$ cat src/rtl/dvrt_pkg.sv
// Shared types and constants of the distance-vector route table.
// No dependencies; imported by every module of the block.
`default_nettype none

package dvrt_pkg;

   // Default table depth, handed down from the top level.
   localparam int DEPTH_DEFAULT = 32;

   // Field widths.
   localparam int ID_W      = 8;
   localparam int COST_W    = 16;
   localparam int FUNC_W    = 2;
   localparam int COUNT_W   = 6;
   localparam int REQ_DATA_W = 56;
   localparam int RSP_DATA_W = 16;

   localparam logic [COST_W-1:0] COST_MAX = '1;

   // Operation codes carried in req_tuser.
   localparam logic [FUNC_W-1:0] OP_CLEAR    = 2'd0;
   localparam logic [FUNC_W-1:0] OP_ADD_NBR  = 2'd1;
   localparam logic [FUNC_W-1:0] OP_ADD_SELF = 2'd2;
   localparam logic [FUNC_W-1:0] OP_APPLY    = 2'd3;

   // One stored route.
   typedef struct packed {
      logic [ID_W-1:0]   dest;
      logic [ID_W-1:0]   hop;
      logic [COST_W-1:0] cost;
   } route_entry_type;

   // Controller to datapath.
   typedef struct packed {
      logic capture;      // latch the accepted request
      logic exec;         // run clear / add neighbour / add self
      logic scan;         // read the next entry and check the previous one
      logic hit_update;   // matching entry found: apply update rule
      logic miss_append;  // no match: append the advertised route
      logic emit;         // move the finished result into the output register
   } dvrt_cmd_type;

   // Datapath to controller.
   typedef struct packed {
      logic hit;          // entry under check matches the destination
      logic exhausted;    // all valid entries checked, none matched
      logic slot_free;    // output register empty or being drained
   } dvrt_status_type;

endpackage : dvrt_pkg

`default_nettype wire

$ cat src/rtl/dvrt_ctrl.sv
// Sequencer of the route table: accepts requests and steps the datapath.
// Depends on dvrt_pkg for the command and status structs.
`default_nettype none

module dvrt_ctrl
   import dvrt_pkg::*;
(
   input  wire logic              clock,
   input  wire logic              reset,
   input  wire logic              req_tvalid,
   output logic                   req_tready,
   input  wire logic [FUNC_W-1:0] req_tuser,
   input  wire dvrt_status_type   status,
   output dvrt_cmd_type           cmd
);

   localparam logic [1:0] ST_IDLE = 2'd0;
   localparam logic [1:0] ST_EXEC = 2'd1;
   localparam logic [1:0] ST_SCAN = 2'd2;
   localparam logic [1:0] ST_EMIT = 2'd3;

   logic [1:0] state_ff;
   logic [1:0] state_in;

   always_comb begin
      state_in   = state_ff;
      cmd        = '0;
      req_tready = 1'b0;
      unique case (state_ff)
         ST_IDLE: begin
            req_tready = 1'b1;
            if (req_tvalid) begin
               cmd.capture = 1'b1;
               state_in    = (req_tuser == OP_APPLY) ? ST_SCAN : ST_EXEC;
            end
         end
         ST_EXEC: begin
            cmd.exec = 1'b1;
            state_in = ST_EMIT;
         end
         ST_SCAN: begin
            if (status.hit) begin
               cmd.hit_update = 1'b1;
               state_in       = ST_EMIT;
            end else if (status.exhausted) begin
               cmd.miss_append = 1'b1;
               state_in        = ST_EMIT;
            end else begin
               cmd.scan = 1'b1;
            end
         end
         ST_EMIT: begin
            if (status.slot_free) begin
               cmd.emit = 1'b1;
               state_in = ST_IDLE;
            end
         end
         default: state_in = ST_IDLE;
      endcase
   end

   always_ff @(posedge clock) begin
      if (reset) begin
         state_ff <= ST_IDLE;
      end else begin
         state_ff <= state_in;
      end
   end

endmodule : dvrt_ctrl

`default_nettype wire

$ cat src/rtl/dvrt_dp.sv
// Datapath of the route table: route memory, fill count, packet flag,
// search registers and output register. Depends on dvrt_pkg.
`default_nettype none

module dvrt_dp
   import dvrt_pkg::*;
#(
   parameter int TABLE_DEPTH = DEPTH_DEFAULT
)(
   input  wire logic                  clock,
   input  wire logic                  reset,
   input  wire dvrt_cmd_type          cmd,
   output dvrt_status_type            status,
   input  wire logic [REQ_DATA_W-1:0] req_tdata,
   input  wire logic [FUNC_W-1:0]     req_tuser,
   input  wire logic                  req_tlast,
   input  wire logic                  csr_valid,
   input  wire logic [ID_W-1:0]       csr_data,
   output logic                       rsp_tvalid,
   input  wire logic                  rsp_tready,
   output logic [RSP_DATA_W-1:0]      rsp_tdata
);

   localparam int CNT_W = $clog2(TABLE_DEPTH + 1);
   localparam int IDX_W = $clog2(TABLE_DEPTH);
   localparam logic [CNT_W-1:0] DEPTH_CNT = CNT_W'(TABLE_DEPTH);

   // Request fields.
   logic [ID_W-1:0]   req_dest;
   logic [ID_W-1:0]   req_advhop;
   logic [COST_W-1:0] req_acost;
   logic [ID_W-1:0]   req_sender;
   logic [COST_W-1:0] req_lcost;
   logic [COST_W:0]   cost_sum;

   assign req_dest   = req_tdata[7:0];
   assign req_advhop = req_tdata[15:8];
   assign req_acost  = req_tdata[31:16];
   assign req_sender = req_tdata[39:32];
   assign req_lcost  = req_tdata[55:40];
   assign cost_sum   = {1'b0, req_acost} + {1'b0, req_lcost};

   // Latched request; cost holds the saturated sum for apply, the raw cost otherwise.
   logic [FUNC_W-1:0] func_ff;
   logic [ID_W-1:0]   dest_ff;
   logic [ID_W-1:0]   advhop_ff;
   logic [ID_W-1:0]   sender_ff;
   logic [COST_W-1:0] cost_ff;
   logic              last_ff;

   always_ff @(posedge clock) begin
      if (cmd.capture) begin
         func_ff   <= req_tuser;
         dest_ff   <= req_dest;
         advhop_ff <= req_advhop;
         sender_ff <= req_sender;
         last_ff   <= req_tlast;
         if (req_tuser == OP_APPLY) begin
            cost_ff <= cost_sum[COST_W] ? COST_MAX : cost_sum[COST_W-1:0];
         end else begin
            cost_ff <= req_acost;
         end
      end
   end

   // Control state.
   logic [ID_W-1:0]  my_id_ff;
   logic [CNT_W-1:0] count_ff;
   logic [CNT_W-1:0] count_in;
   logic             pkt_flag_ff;
   logic             pkt_flag_in;
   logic [CNT_W-1:0] scan_ff;
   logic             chk_valid_ff;
   logic             rsp_valid_ff;

   // Memory and search registers.
   route_entry_type  route_mem [TABLE_DEPTH];
   route_entry_type  rd_data_ff;
   logic [IDX_W-1:0] rd_addr_ff;
   logic             rd_en;

   logic             wr_en;
   logic [IDX_W-1:0] wr_addr;
   route_entry_type  wr_entry;

   // Pending result.
   logic res_load;
   logic res_changed;
   logic res_pkt;
   logic res_full;
   logic res_changed_ff;
   logic res_pkt_ff;
   logic res_full_ff;
   logic [RSP_DATA_W-1:0] rsp_data_ff;

   logic             tbl_full;
   logic             better;
   logic             follow;
   logic [CNT_W+COUNT_W-1:0] count_ext;

   assign tbl_full = (count_ff >= DEPTH_CNT);
   assign rd_en    = cmd.scan && (scan_ff < count_ff);

   // Update rule on the entry under check: split-horizon improvement first,
   // then forced follow of a route through the sender.
   assign better = (cost_ff < rd_data_ff.cost) && (advhop_ff != my_id_ff);
   assign follow = (rd_data_ff.hop == sender_ff) && (rd_data_ff.cost != cost_ff);

   assign status.hit       = chk_valid_ff && (rd_data_ff.dest == dest_ff);
   assign status.exhausted = !chk_valid_ff && (scan_ff >= count_ff);
   assign status.slot_free = !rsp_valid_ff || rsp_tready;

   always_comb begin
      wr_en       = 1'b0;
      wr_addr     = count_ff[IDX_W-1:0];
      wr_entry    = rd_data_ff;
      count_in    = count_ff;
      pkt_flag_in = pkt_flag_ff;
      res_load    = 1'b0;
      res_changed = 1'b0;
      res_pkt     = 1'b0;
      res_full    = 1'b0;

      if (cmd.exec) begin
         res_load = 1'b1;
         unique case (func_ff)
            OP_CLEAR: begin
               count_in    = '0;
               pkt_flag_in = 1'b0;
            end
            OP_ADD_NBR: begin
               if (tbl_full) begin
                  res_full = 1'b1;
               end else begin
                  wr_en       = 1'b1;
                  wr_entry    = '{dest: dest_ff, hop: dest_ff, cost: cost_ff};
                  count_in    = count_ff + CNT_W'(1);
                  res_changed = 1'b1;
               end
            end
            OP_ADD_SELF: begin
               if (tbl_full) begin
                  res_full = 1'b1;
               end else begin
                  wr_en       = 1'b1;
                  wr_entry    = '{dest: my_id_ff, hop: my_id_ff, cost: '0};
                  count_in    = count_ff + CNT_W'(1);
                  res_changed = 1'b1;
               end
            end
            OP_APPLY: begin
               res_load = 1'b0;
            end
            default: res_load = 1'b0;
         endcase
      end

      if (cmd.hit_update) begin
         res_load    = 1'b1;
         res_changed = better || follow;
         wr_en       = res_changed;
         wr_addr     = rd_addr_ff;
         wr_entry    = '{dest: rd_data_ff.dest,
                         hop:  better ? sender_ff : rd_data_ff.hop,
                         cost: cost_ff};
      end

      if (cmd.miss_append) begin
         res_load = 1'b1;
         if (tbl_full) begin
            res_full = 1'b1;
         end else begin
            wr_en       = 1'b1;
            wr_entry    = '{dest: dest_ff, hop: sender_ff, cost: cost_ff};
            count_in    = count_ff + CNT_W'(1);
            res_changed = 1'b1;
         end
      end

      // Packet flag: OR in this item, clear after the last route of a packet.
      if (cmd.hit_update || cmd.miss_append) begin
         res_pkt     = pkt_flag_ff || res_changed;
         pkt_flag_in = last_ff ? 1'b0 : res_pkt;
      end
   end

   always_ff @(posedge clock) begin
      if (wr_en) begin
         route_mem[wr_addr] <= wr_entry;
      end
      if (rd_en) begin
         rd_data_ff <= route_mem[scan_ff[IDX_W-1:0]];
         rd_addr_ff <= scan_ff[IDX_W-1:0];
      end
   end

   always_ff @(posedge clock) begin
      if (reset) begin
         my_id_ff     <= '0;
         count_ff     <= '0;
         pkt_flag_ff  <= 1'b0;
         scan_ff      <= '0;
         chk_valid_ff <= 1'b0;
         rsp_valid_ff <= 1'b0;
      end else begin
         if (csr_valid) begin
            my_id_ff <= csr_data;
         end
         count_ff    <= count_in;
         pkt_flag_ff <= pkt_flag_in;
         if (cmd.capture) begin
            scan_ff      <= '0;
            chk_valid_ff <= 1'b0;
         end else if (cmd.scan) begin
            chk_valid_ff <= rd_en;
            if (rd_en) begin
               scan_ff <= scan_ff + CNT_W'(1);
            end
         end
         if (cmd.emit) begin
            rsp_valid_ff <= 1'b1;
         end else if (rsp_tready) begin
            rsp_valid_ff <= 1'b0;
         end
      end
   end

   assign count_ext = {{COUNT_W{1'b0}}, count_ff};

   always_ff @(posedge clock) begin
      if (res_load) begin
         res_changed_ff <= res_changed;
         res_pkt_ff     <= res_pkt;
         res_full_ff    <= res_full;
      end
      if (cmd.emit) begin
         rsp_data_ff <= {(RSP_DATA_W - COUNT_W - 3)'(0), count_ext[COUNT_W-1:0],
                         res_full_ff, res_pkt_ff, res_changed_ff};
      end
   end

   assign rsp_tvalid = rsp_valid_ff;
   assign rsp_tdata  = rsp_data_ff;

endmodule : dvrt_dp

`default_nettype wire

$ cat src/rtl/distance_vector_route_table_core.sv
// Top level of the distance-vector route table core.
// Depends on dvrt_pkg, dvrt_ctrl and dvrt_dp.
`default_nettype none

// Distance-vector route table. Each request carries one operation in
// req_tuser: clear the table, append a neighbour route, append the self route,
// or apply one advertised route of a neighbour's update packet (saturating cost
// add, first-match search, split-horizon improvement, forced follow of routes
// through the sender, append when unknown). Each request yields exactly one
// response. Clear and the two append operations step through an execute state
// and an emit state. Applying an advertised route scans the table from entry 0
// until the match or the fill count: the route memory has one read port and is
// scanned one entry per cycle. The output register holds a response while the
// next request is already being worked on; a response still held off by the
// receiver stalls the next one in its final step, and with it the request side.
// The table memory needs no clearing pass; entries above the fill count are
// never read. The router id register is written through the csr_ port; the
// user must write it only while the core is idle; the core does not enforce it.
module distance_vector_route_table_core
   import dvrt_pkg::*;
#(
   parameter int TABLE_DEPTH = DEPTH_DEFAULT
)(
   input  wire logic                  clock,
   input  wire logic                  reset,
   // Request channel.
   input  wire logic                  req_tvalid,
   output logic                       req_tready,
   // [7:0] dest_id, [15:8] adv_next_hop, [31:16] adv_cost,
   // [39:32] sender, [55:40] link_cost
   input  wire logic [REQ_DATA_W-1:0] req_tdata,
   // [1:0] func
   input  wire logic [FUNC_W-1:0]     req_tuser,
   // last_of_packet
   input  wire logic                  req_tlast,
   // Response channel.
   output logic                       rsp_tvalid,
   input  wire logic                  rsp_tready,
   // [0] entry_changed, [1] packet_changed, [2] table_full,
   // [8:3] route_count, [15:9] zero
   output logic [RSP_DATA_W-1:0]      rsp_tdata,
   // Router id register write.
   input  wire logic                  csr_valid,
   output logic                       csr_ready,
   input  wire logic [ID_W-1:0]       csr_data
);

   dvrt_cmd_type    cmd;
   dvrt_status_type status;

   // Always take register writes; each is registered into the router id register.
   assign csr_ready = 1'b1;

   // Sequence each request through the datapath.
   dvrt_ctrl u_ctrl (
      .clock      (clock),
      .reset      (reset),
      .req_tvalid (req_tvalid),
      .req_tready (req_tready),
      .req_tuser  (req_tuser),
      .status     (status),
      .cmd        (cmd)
   );

   // Hold the table, search it and build the response.
   dvrt_dp #(
      .TABLE_DEPTH (TABLE_DEPTH)
   ) u_dp (
      .clock      (clock),
      .reset      (reset),
      .cmd        (cmd),
      .status     (status),
      .req_tdata  (req_tdata),
      .req_tuser  (req_tuser),
      .req_tlast  (req_tlast),
      .csr_valid  (csr_valid),
      .csr_data   (csr_data),
      .rsp_tvalid (rsp_tvalid),
      .rsp_tready (rsp_tready),
      .rsp_tdata  (rsp_tdata)
   );

endmodule : distance_vector_route_table_core

`default_nettype wire

$ cat config.mk
export PLATFORM = sky130hd
export DESIGN_NAME = distance_vector_route_table_core
export DESIGN_NICKNAME = d
export VERILOG_FILES = /design/src/rtl/dvrt_pkg.sv /design/src/rtl/dvrt_ctrl.sv /design/src/rtl/dvrt_dp.sv /design/src/rtl/distance_vector_route_table_core.sv
export SDC_FILE = /design/constraint.sdc
export NUM_CORES = 1
export LEC_CHECK = 0
export ABC_CLOCK_PERIOD_IN_PS = 9610
export BUFFER_PORTS_ARGS = -buffer_cell sky130_fd_sc_hd__buf_2
export CAP_MARGIN = 15
export CORE_MARGIN = 10
export CORE_UTILIZATION = 55
export CTS_CLUSTER_DIAMETER = 200
export CTS_CLUSTER_SIZE = 20
export DETAILED_ROUTE_END_ITERATION = 7
export GPL_ROUTABILITY_DRIVEN = 0
export HOLD_SLACK_MARGIN = 0.03
export MAX_ROUTING_LAYER = met4
export PLACE_DENSITY = 0.71
export SLEW_MARGIN = 20
export SYNTH_ARGS = -nofsm -noshare
export SYNTH_HDL_FRONTEND = slang
export SYNTH_HIERARCHICAL = 1
export SYNTH_SLANG_ARGS = --single-unit
$ cat constraint.sdc
create_clock -name clock -period 9.61 [get_ports clock]
set_input_delay 0.961 -clock clock [delete_from_list [all_inputs] [get_ports clock]]
set_output_delay 0.961 -clock clock [all_outputs]
set_load 0.1 [all_outputs]
==> flow_summary.ini, run 1 <==
[outcome]
outcome = complete, no violations

[synth]
synth_compound_gate_area_share_pct = 2.937
synth.cell_area_sq_mm = 0.04580
ys_dominant_reg_cell = sky130_fd_sc_hd__edfxtp_1
synthesis.yosys.warnings = 6
synth-xor-area-share_pct = 0.7840
post_synth_simple_gate_area_pct = 2.276
synth.top_cells.by_area = sky130_fd_sc_hd__edfxtp_1 (73%), sky130_fd_sc_hd__mux4_2 (16%), sky130_fd_sc_hd__ha_1 (1.3%)
synth_seq_area_share_pct = 74.26
synth_async_sr_flop_share_pct = 0
syn_inst = 2185
synth_area_per_cell_sq_um = 20.96
synth.mux.area_fraction_pct = 16.77
post_synth_num_cell_types = 63
postSynthRegisterBits = 1141
synth_top_area_share_pct = 73.17
synth.largest_area_cell = sky130_fd_sc_hd__edfxtp_1
synth_enable_flop_cells = 1116
post_synth_fa_ha_maj_area_fraction_pct = 1.382
dominant_combinational_cell_family_by_area_after_synthesis = multiplexers

[setup_path]
crit_path_end_kind = flop
startpoint = u_dp/count_ff[5]
r2r_start = u_dp/count_ff[5]
criticalPathCategory = flop to flop
critical_path.startpoint_type = flop
cp_data_required_time_ns = 9.87
cp_data_arrival_time_ns = 5.66
crit_fanout = 41

[routing]
routedWlPerCell_um = 31.95
drt_first_pass_iters = 5
via_count = 22670
drc = 0
postRouteAntennaNets = 0
drt_wl_total_um = 108200
detailedRoute.firstIterationViolations = 2970
route.detailed.vias_per_inst = 6.696

[floorplan]
core_sq_mm = 0.08237
die_width_um = 308.6
design.die.area_sq_mm = 0.09522
design.portCount = 91
floorplan.rows = 105
start_util_pct = 55.60
die_height_um = 308.6

[timing]
clock-skew-final_ns = 0.03568
final-max-slew-violation-count = 0
final.period_utilization_pct = 56.17
timing.hold.ws_ns = 0.4254
post-route-min-period_ns = 5.398
fin_tns_setup_ns = 0
grt_setup_unrepaired = no
timing.final.ws_setup_ns = 4.212
maxSlewHeadroom_pct = 19.84
final-setup-viol-count = 0
timing_worst_slew_pin_value_ns = 1.202
fmax_ghz = 0.1852
hold_violations = 0

[pwr]
part_of_the_power_in_the_clock_network_pct = 24.8
sw_frac_of_total_pct = 27.42
power.switching_mw = 3.175
powerDensity_mw_per_mm2 = 231.6
share_seq_of_total_power_pct = 57.5
p_comb_share_pct = 17.7
maximum_ir_drop_on_the_vdd_rail_mv = 0.1433
cellLeakagePower_nw = 15.21
cell_internal_pwr_mw = 8.405
totalPowerFinal_mw = 11.58

[global_route]
groute.usage.overall_pct = 23.60
via_count_of_the_first_global_routing_pass = 22790
grt_antenna_before_repair = 0
grt_max_degree = 158
grt_remaining_overflow = 0
grt_pass1_wl_um = 158800

[finish]
num-nets-final = 2411
post_route_cell_area_sq_mm = 0.05001
layout_commonest_cell = sky130_fd_sc_hd__edfxtp_1
top_library_cells_by_usage_in_the_layout_fill_and_taps_aside = sky130_fd_sc_hd__edfxtp_1 (1116), sky130_fd_sc_hd__mux4_2 (320), sky130_fd_sc_hd__nand2_1 (90)
area_growth_syn_to_layout_pct = 9.185
drive_above_1_share_pct = 27.94
layout_fillers = 5577
insertedDiodeCount = 0
final_cells = 3386
final_core_util_pct = 60.71

[clock_network]
clk-insertion-delay-late_ns = 0.64
clock-root-buffer = sky130_fd_sc_hd__clkbuf_16
tritoncts = built
clock_tree.htree_level_count = 3
cts.repair_timing.setup_buffer_count = 0
clkTransAtPathRegs_ns = 0.08
cts_inserted_buffers = 67
postCtsResizedCells = 0
post_cts_hold_buffer_count = 0
cts.path.max_buffers = 3
tritoncts_num_sinks = 1141

[worst_hold_path]
worst_hold_startpoint = u_dp/res_full_ff
timing.hold.worst.class = flop to flop

[place]
dp_cells = 3289
port_buffers = 82
placed_area_sq_mm = 0.04803
hpwl_um = 62680
dp_slack_ns = 4.160

[run]
max_cap_viol_count = 0
[worst paths after layout]
kind                             to  slack [ns]  cells after the start
max          u_dp/route_mem[15][12]        4.21                     11
min               u_dp/rsp_tdata[2]        0.43                      0
max reg2reg  u_dp/route_mem[15][12]        4.21                     11
min reg2reg       u_dp/rsp_tdata[2]        0.43                      0
[worst max-delay path, cell delays in order, from the launching register on]
cell	delay, ns
sky130_fd_sc_hd__dfxtp_1	0.68
sky130_fd_sc_hd__inv_1	0.24
sky130_fd_sc_hd__ha_1	0.42
sky130_fd_sc_hd__nand4_1	0.15
sky130_fd_sc_hd__a21oi_1	0.16
sky130_fd_sc_hd__a211oi_1	0.07
sky130_fd_sc_hd__nor2_1	0.21
sky130_fd_sc_hd__and3b_1	0.31
sky130_fd_sc_hd__nand2_1	0.65
sky130_fd_sc_hd__o211a_4	0.73
sky130_fd_sc_hd__a21oi_4	0.79
sky130_fd_sc_hd__buf_4	0.55
[synthesized netlist by cell type (all sizes together), types with 10 or more instances]
library cell  instances
inv                  43
mux2i                10
clkbuf               56
dfxtp                25
mux4                320
o22a                 14
xor2                 20
nor2                 72
buf                  56
nand2                91
a221oi               10
xnor2                21
nand4                10
a211oi               17
edfxtp             1116
ha                   49
a21oi                84
mux2                 33
o21ai                20
[kinds of logic (layout without fill, tap and decap cells)]
logic type,count (synthesis),count (layout)
DFF,1141,1141
muxes,363,363
and+or+nand+nor,232,232
AOI/OAI and AO/OA,200,200
buffers and inverters,156,281
adders and majority gates,50,50
xor gates and xnor gates,41,41
other,2,8
[power groups by stage]
stage | clock, mW | combinational, mW | sequential, mW
2_1_floorplan | 0 | 1.11 | 6.78
4_1_cts | 2.91 | 2.01 | 6.67
5_1_grt | 3.08 | 2.20 | 6.68
3_5_place_dp | 0 | 2.01 | 6.78
6_report | 2.87 | 2.05 | 6.66
3_3_place_gp | 0 | 1.86 | 6.78
[final cells by class]
cell class	count	area, sq um	share of cell area, %
clock buffer	91	1831	3.661
multi-input combinational	894	11690	23.37
tap	1070	1339	2.677
sequential	1141	34030	68.05
timing repair buffer	141	879.6	1.759
clock inverter	5	77.57	0.1551
inverter	44	165.2	0.3303
[registers in the layout, summed over array words and instances (netlist names), 5 cells and up]
signal	count
u_dp/route_mem	1024
u_dp/scan_ff	6
u_dp/rd_addr_ff	5
u_dp/dest_ff	8
u_dp/rd_data_ff	32
u_dp/sender_ff	8
u_dp/cost_ff	16
u_dp/advhop_ff	8
u_dp/rsp_tdata	9
u_dp/count_ff	6
u_dp/my_id_ff	8
[metal layers]
layer	up-vias	global-route usage (%)	share of wire, %
li1	9213	-	-
met1	12040	33.05	40
met2	1275	36.29	48
met3	147	4.256	10
met4	0	5.657	2.1
met5	-	-	0
Power figures use the tool's default switching activity.
==> run 2: changes to the inputs <==
- ABC_AREA: not set -> 1
- ABC_CLOCK_PERIOD_IN_PS: 9610 -> 5200
- clock period: 9.61 -> 5.2 ns (I/O delays scaled with it)
==> run 2 against run 1 <==
Effect of this change: final cell count rose by 45%; critical path depth up 10; largest cell class unchanged; synthesized cell count up 70%; worst setup slack got worse by 3.7 ns; sequential share of layout area is 1.2 points lower; critical endpoint is now u_dp/route_mem[7][30]; first-iteration DRC count increased by 49%.
==> flow_summary.ini, run 2 <==
[timing]
grt_setup_unrepaired = no
timing_worst_slew_pin_value_ns = 1.148
clock-skew-final_ns = 0.04408
maxSlewHeadroom_pct = 23.49
final-setup-viol-count = 0
post-route-min-period_ns = 4.734
timing.hold.ws_ns = 0.05003
fin_tns_setup_ns = 0
fmax_ghz = 0.2112
final.period_utilization_pct = 91.04
hold_violations = 0
final-max-slew-violation-count = 0

[setup_path]
crit_path_end_kind = flop
cp_data_arrival_time_ns = 5.00
crit_fanout = 23
critPathMaxStageDelay_ns = 0.62
kind_of_cell_adding_the_most_delay_to_the_critical_path = simple AND/OR/NAND/NOR gates
path_buf_inv = 6
criticalPathCategory = flop to flop
path_cells = inv_2, ha_1, nand2_1, nor2_1, o21ai_0, nand2_1, a31oi_1, or2_2, inv_1, and3b_2, inv_2, nor2_2, inv_1, nand2_1, a21oi_1, nand2_1, nand2_2, inv_2, nand3_2, nor2_4, buf_4
cp_dominant_cell_by_count = sky130_fd_sc_hd__nand2_1
cp_slowest_cell = sky130_fd_sc_hd__dfxtp_1
critical_path.startpoint_type = flop
cp_data_required_time_ns = 5.46

[routing]
via_count = 31090
drc = 0
detailedRoute.firstIterationViolations = 4414
routedWlPerCell_um = 25.99
drt_wl_total_um = 127600
postRouteAntennaNets = 0
route.detailed.vias_per_inst = 6.334
drt_first_pass_iters = 8

[floorplan]
design.portCount = 91
die_height_um = 311.9
die_width_um = 311.9
floorplan.rows = 106
core_sq_mm = 0.08409
start_util_pct = 55.73
design.die.area_sq_mm = 0.09728

[synth]
synth.top_cells.by_area = sky130_fd_sc_hd__edfxtp_1 (72%), sky130_fd_sc_hd__o21ai_0 (5.8%), sky130_fd_sc_hd__nor2_1 (4.8%)
postSynthRegisterBits = 1141
synthesis.yosys.warnings = 6
synth_enable_flop_cells = 1116
ys_dominant_reg_cell = sky130_fd_sc_hd__edfxtp_1
synth.largest_area_cell = sky130_fd_sc_hd__edfxtp_1
synth_area_per_cell_sq_um = 12.65
synth_seq_area_share_pct = 72.58
yosys.cell_count.top_type = sky130_fd_sc_hd__edfxtp_1
syn_inst = 3705
synth_async_sr_flop_share_pct = 0
synth_top_cells_by_count = sky130_fd_sc_hd__edfxtp_1 (1116), sky130_fd_sc_hd__nor2_1 (601), sky130_fd_sc_hd__o21ai_0 (547), sky130_fd_sc_hd__nand2_1 (290), sky130_fd_sc_hd__o22ai_1 (165)
post_synth_num_cell_types = 47
synth.cell_area_sq_mm = 0.04686
synth_top_area_share_pct = 71.51

[clock_network]
cts_inserted_buffers = 67
cts.repair_timing.setup_buffer_count = 0
tritoncts_num_sinks = 1141
clock_tree.htree_level_count = 3
clock-root-buffer = sky130_fd_sc_hd__clkbuf_16
clkTransAtPathRegs_ns = 0.09
postCtsResizedCells = 0
tritoncts = built
cts.path.max_buffers = 3
clk-insertion-delay-late_ns = 0.65

[place]
port_buffers = 82
placed_area_sq_mm = 0.04895
hpwl_um = 71580

[pwr]
maximum_ir_drop_on_the_vdd_rail_mv = 0.3943
powerDensity_mw_per_mm2 = 426.7
share_seq_of_total_power_pct = 56.7
cellLeakagePower_nw = 16.95
sw_frac_of_total_pct = 28.84
cell_internal_pwr_mw = 15.45
power.switching_mw = 6.259
p_comb_share_pct = 18.8
totalPowerFinal_mw = 21.70
part_of_the_power_in_the_clock_network_pct = 24.5

[global_route]
grt_max_degree = 241
groute.usage.overall_pct = 26.12
grt_pass1_wl_um = 187700
grt_remaining_overflow = 0
grt_antenna_before_repair = 0
via_count_of_the_first_global_routing_pass = 29660

[finish]
drive_above_1_share_pct = 10.12
post_route_cell_area_sq_mm = 0.05087
biggestRegsByFlops = u_dp/route_mem (1024), u_dp/rd_data_ff (32), u_dp/cost_ff (16)
num-nets-final = 3872
largest_register_ffs = 1024
insertedDiodeCount = 0
layout_commonest_cell = sky130_fd_sc_hd__edfxtp_1
top_library_cells_by_usage_in_the_layout_fill_and_taps_aside = sky130_fd_sc_hd__edfxtp_1 (1116), sky130_fd_sc_hd__nor2_1 (583), sky130_fd_sc_hd__o21ai_0 (541)
area_growth_syn_to_layout_pct = 8.535
top_register = u_dp/route_mem
final_core_util_pct = 60.49

[outcome]
outcome = complete, no violations

[worst_hold_path]
timing.hold.worst.class = primary input to flop

[run]
max_cap_viol_count = 0
-- run 2: cell count changes in the layout (fill, tap and decap cells not counted), moves of 42 or more --
cell | previous run | this run
sky130_fd_sc_hd__mux4_2 | 320 | 0
sky130_fd_sc_hd__buf_4 | 55 | 115
sky130_fd_sc_hd__nand2_1 | 90 | 290
sky130_fd_sc_hd__o21ai_0 | 18 | 541
sky130_fd_sc_hd__nand3_1 | 9 | 88
sky130_fd_sc_hd__a21oi_4 | 43 | 1
sky130_fd_sc_hd__o21ai_1 | 2 | 54
sky130_fd_sc_hd__o22ai_1 | 0 | 165
sky130_fd_sc_hd__inv_1 | 42 | 145
sky130_fd_sc_hd__nor2_1 | 72 | 583
sky130_fd_sc_hd__o211ai_1 | 3 | 45
sky130_fd_sc_hd__o221ai_1 | 0 | 99
-- run 2: power by group through the flow --
stage / Combinational, mW / Sequential [mW] / Clock (mW)
2_1_floorplan: 2.09 / 12.6 / 0
3_3_place_gp: 3.93 / 12.5 / 0
3_5_place_dp: 4.01 / 12.5 / 0
4_1_cts: 4.02 / 12.3 / 5.36
5_1_grt: 4.41 / 12.3 / 5.70
6_report: 4.09 / 12.3 / 5.31
-- run 2: kinds of logic after synthesis --
| group | after synthesis | share of synthesized area, % |
|---|---|---|
| simple gates | 1061 | 9.163 |
| fa+ha+maj | 50 | 1.351 |
| xor+xnor | 18 | 0.3364 |
| compound gates | 1034 | 12.73 |
| buf+inv | 399 | 3.828 |
| other cells | 2 | 0.01602 |
| flops | 1141 | 72.58 |
-- run 2: stage by stage --
stage | instances | setup slack [ns]
3_5_place_dp | 4812 | 0.6048
3_3_place_gp | 4812 | 0.5954
6_report | 4909 | 0.4661
4_1_cts | 4909 | 0.5832
2_1_floorplan | 3711 | -0.01976
5_1_grt | 4909 | 0.2543
-- run 2: worst paths after layout --
kind               startpoint  slack, ns               endpoint  cells after the start
min             req_tdata[14]       0.05      u_dp/advhop_ff[6]                      1
min reg2reg   u_dp/res_pkt_ff       0.43      u_dp/rsp_tdata[1]                      0
max reg2reg  u_dp/count_ff[5]       0.47  u_dp/route_mem[7][30]                     21
max          u_dp/count_ff[5]       0.47  u_dp/route_mem[7][30]                     21
-- run 2: routing by layer --
layer | track usage, % | wire length (um)
met3 | 4.710 | 14410
met1 | 35.40 | 49690
met2 | 39.76 | 59170
met4 | 8.967 | 4322
met5 | - | 0
-- run 2: repair_timing --
item | 4_1_cts | 5_1_grt
endpoints found under the setup margin | 0 | 0
hold endpoints to repair | 3 | 0
hold buffers | 3 | 0
-- run 2: final cells by class --
| class | instances | area [sq um] |
|---|---|---|
| fill | 6372 | 33220 |
| clock buffer | 88 | 1798 |
| inverter | 158 | 608.1 |
| multi-input combinational | 2171 | 11410 |
| sequential | 1141 | 34030 |
| timing repair buffer | 211 | 1524 |
| tap | 1134 | 1419 |
| clock inverter | 6 | 78.83 |
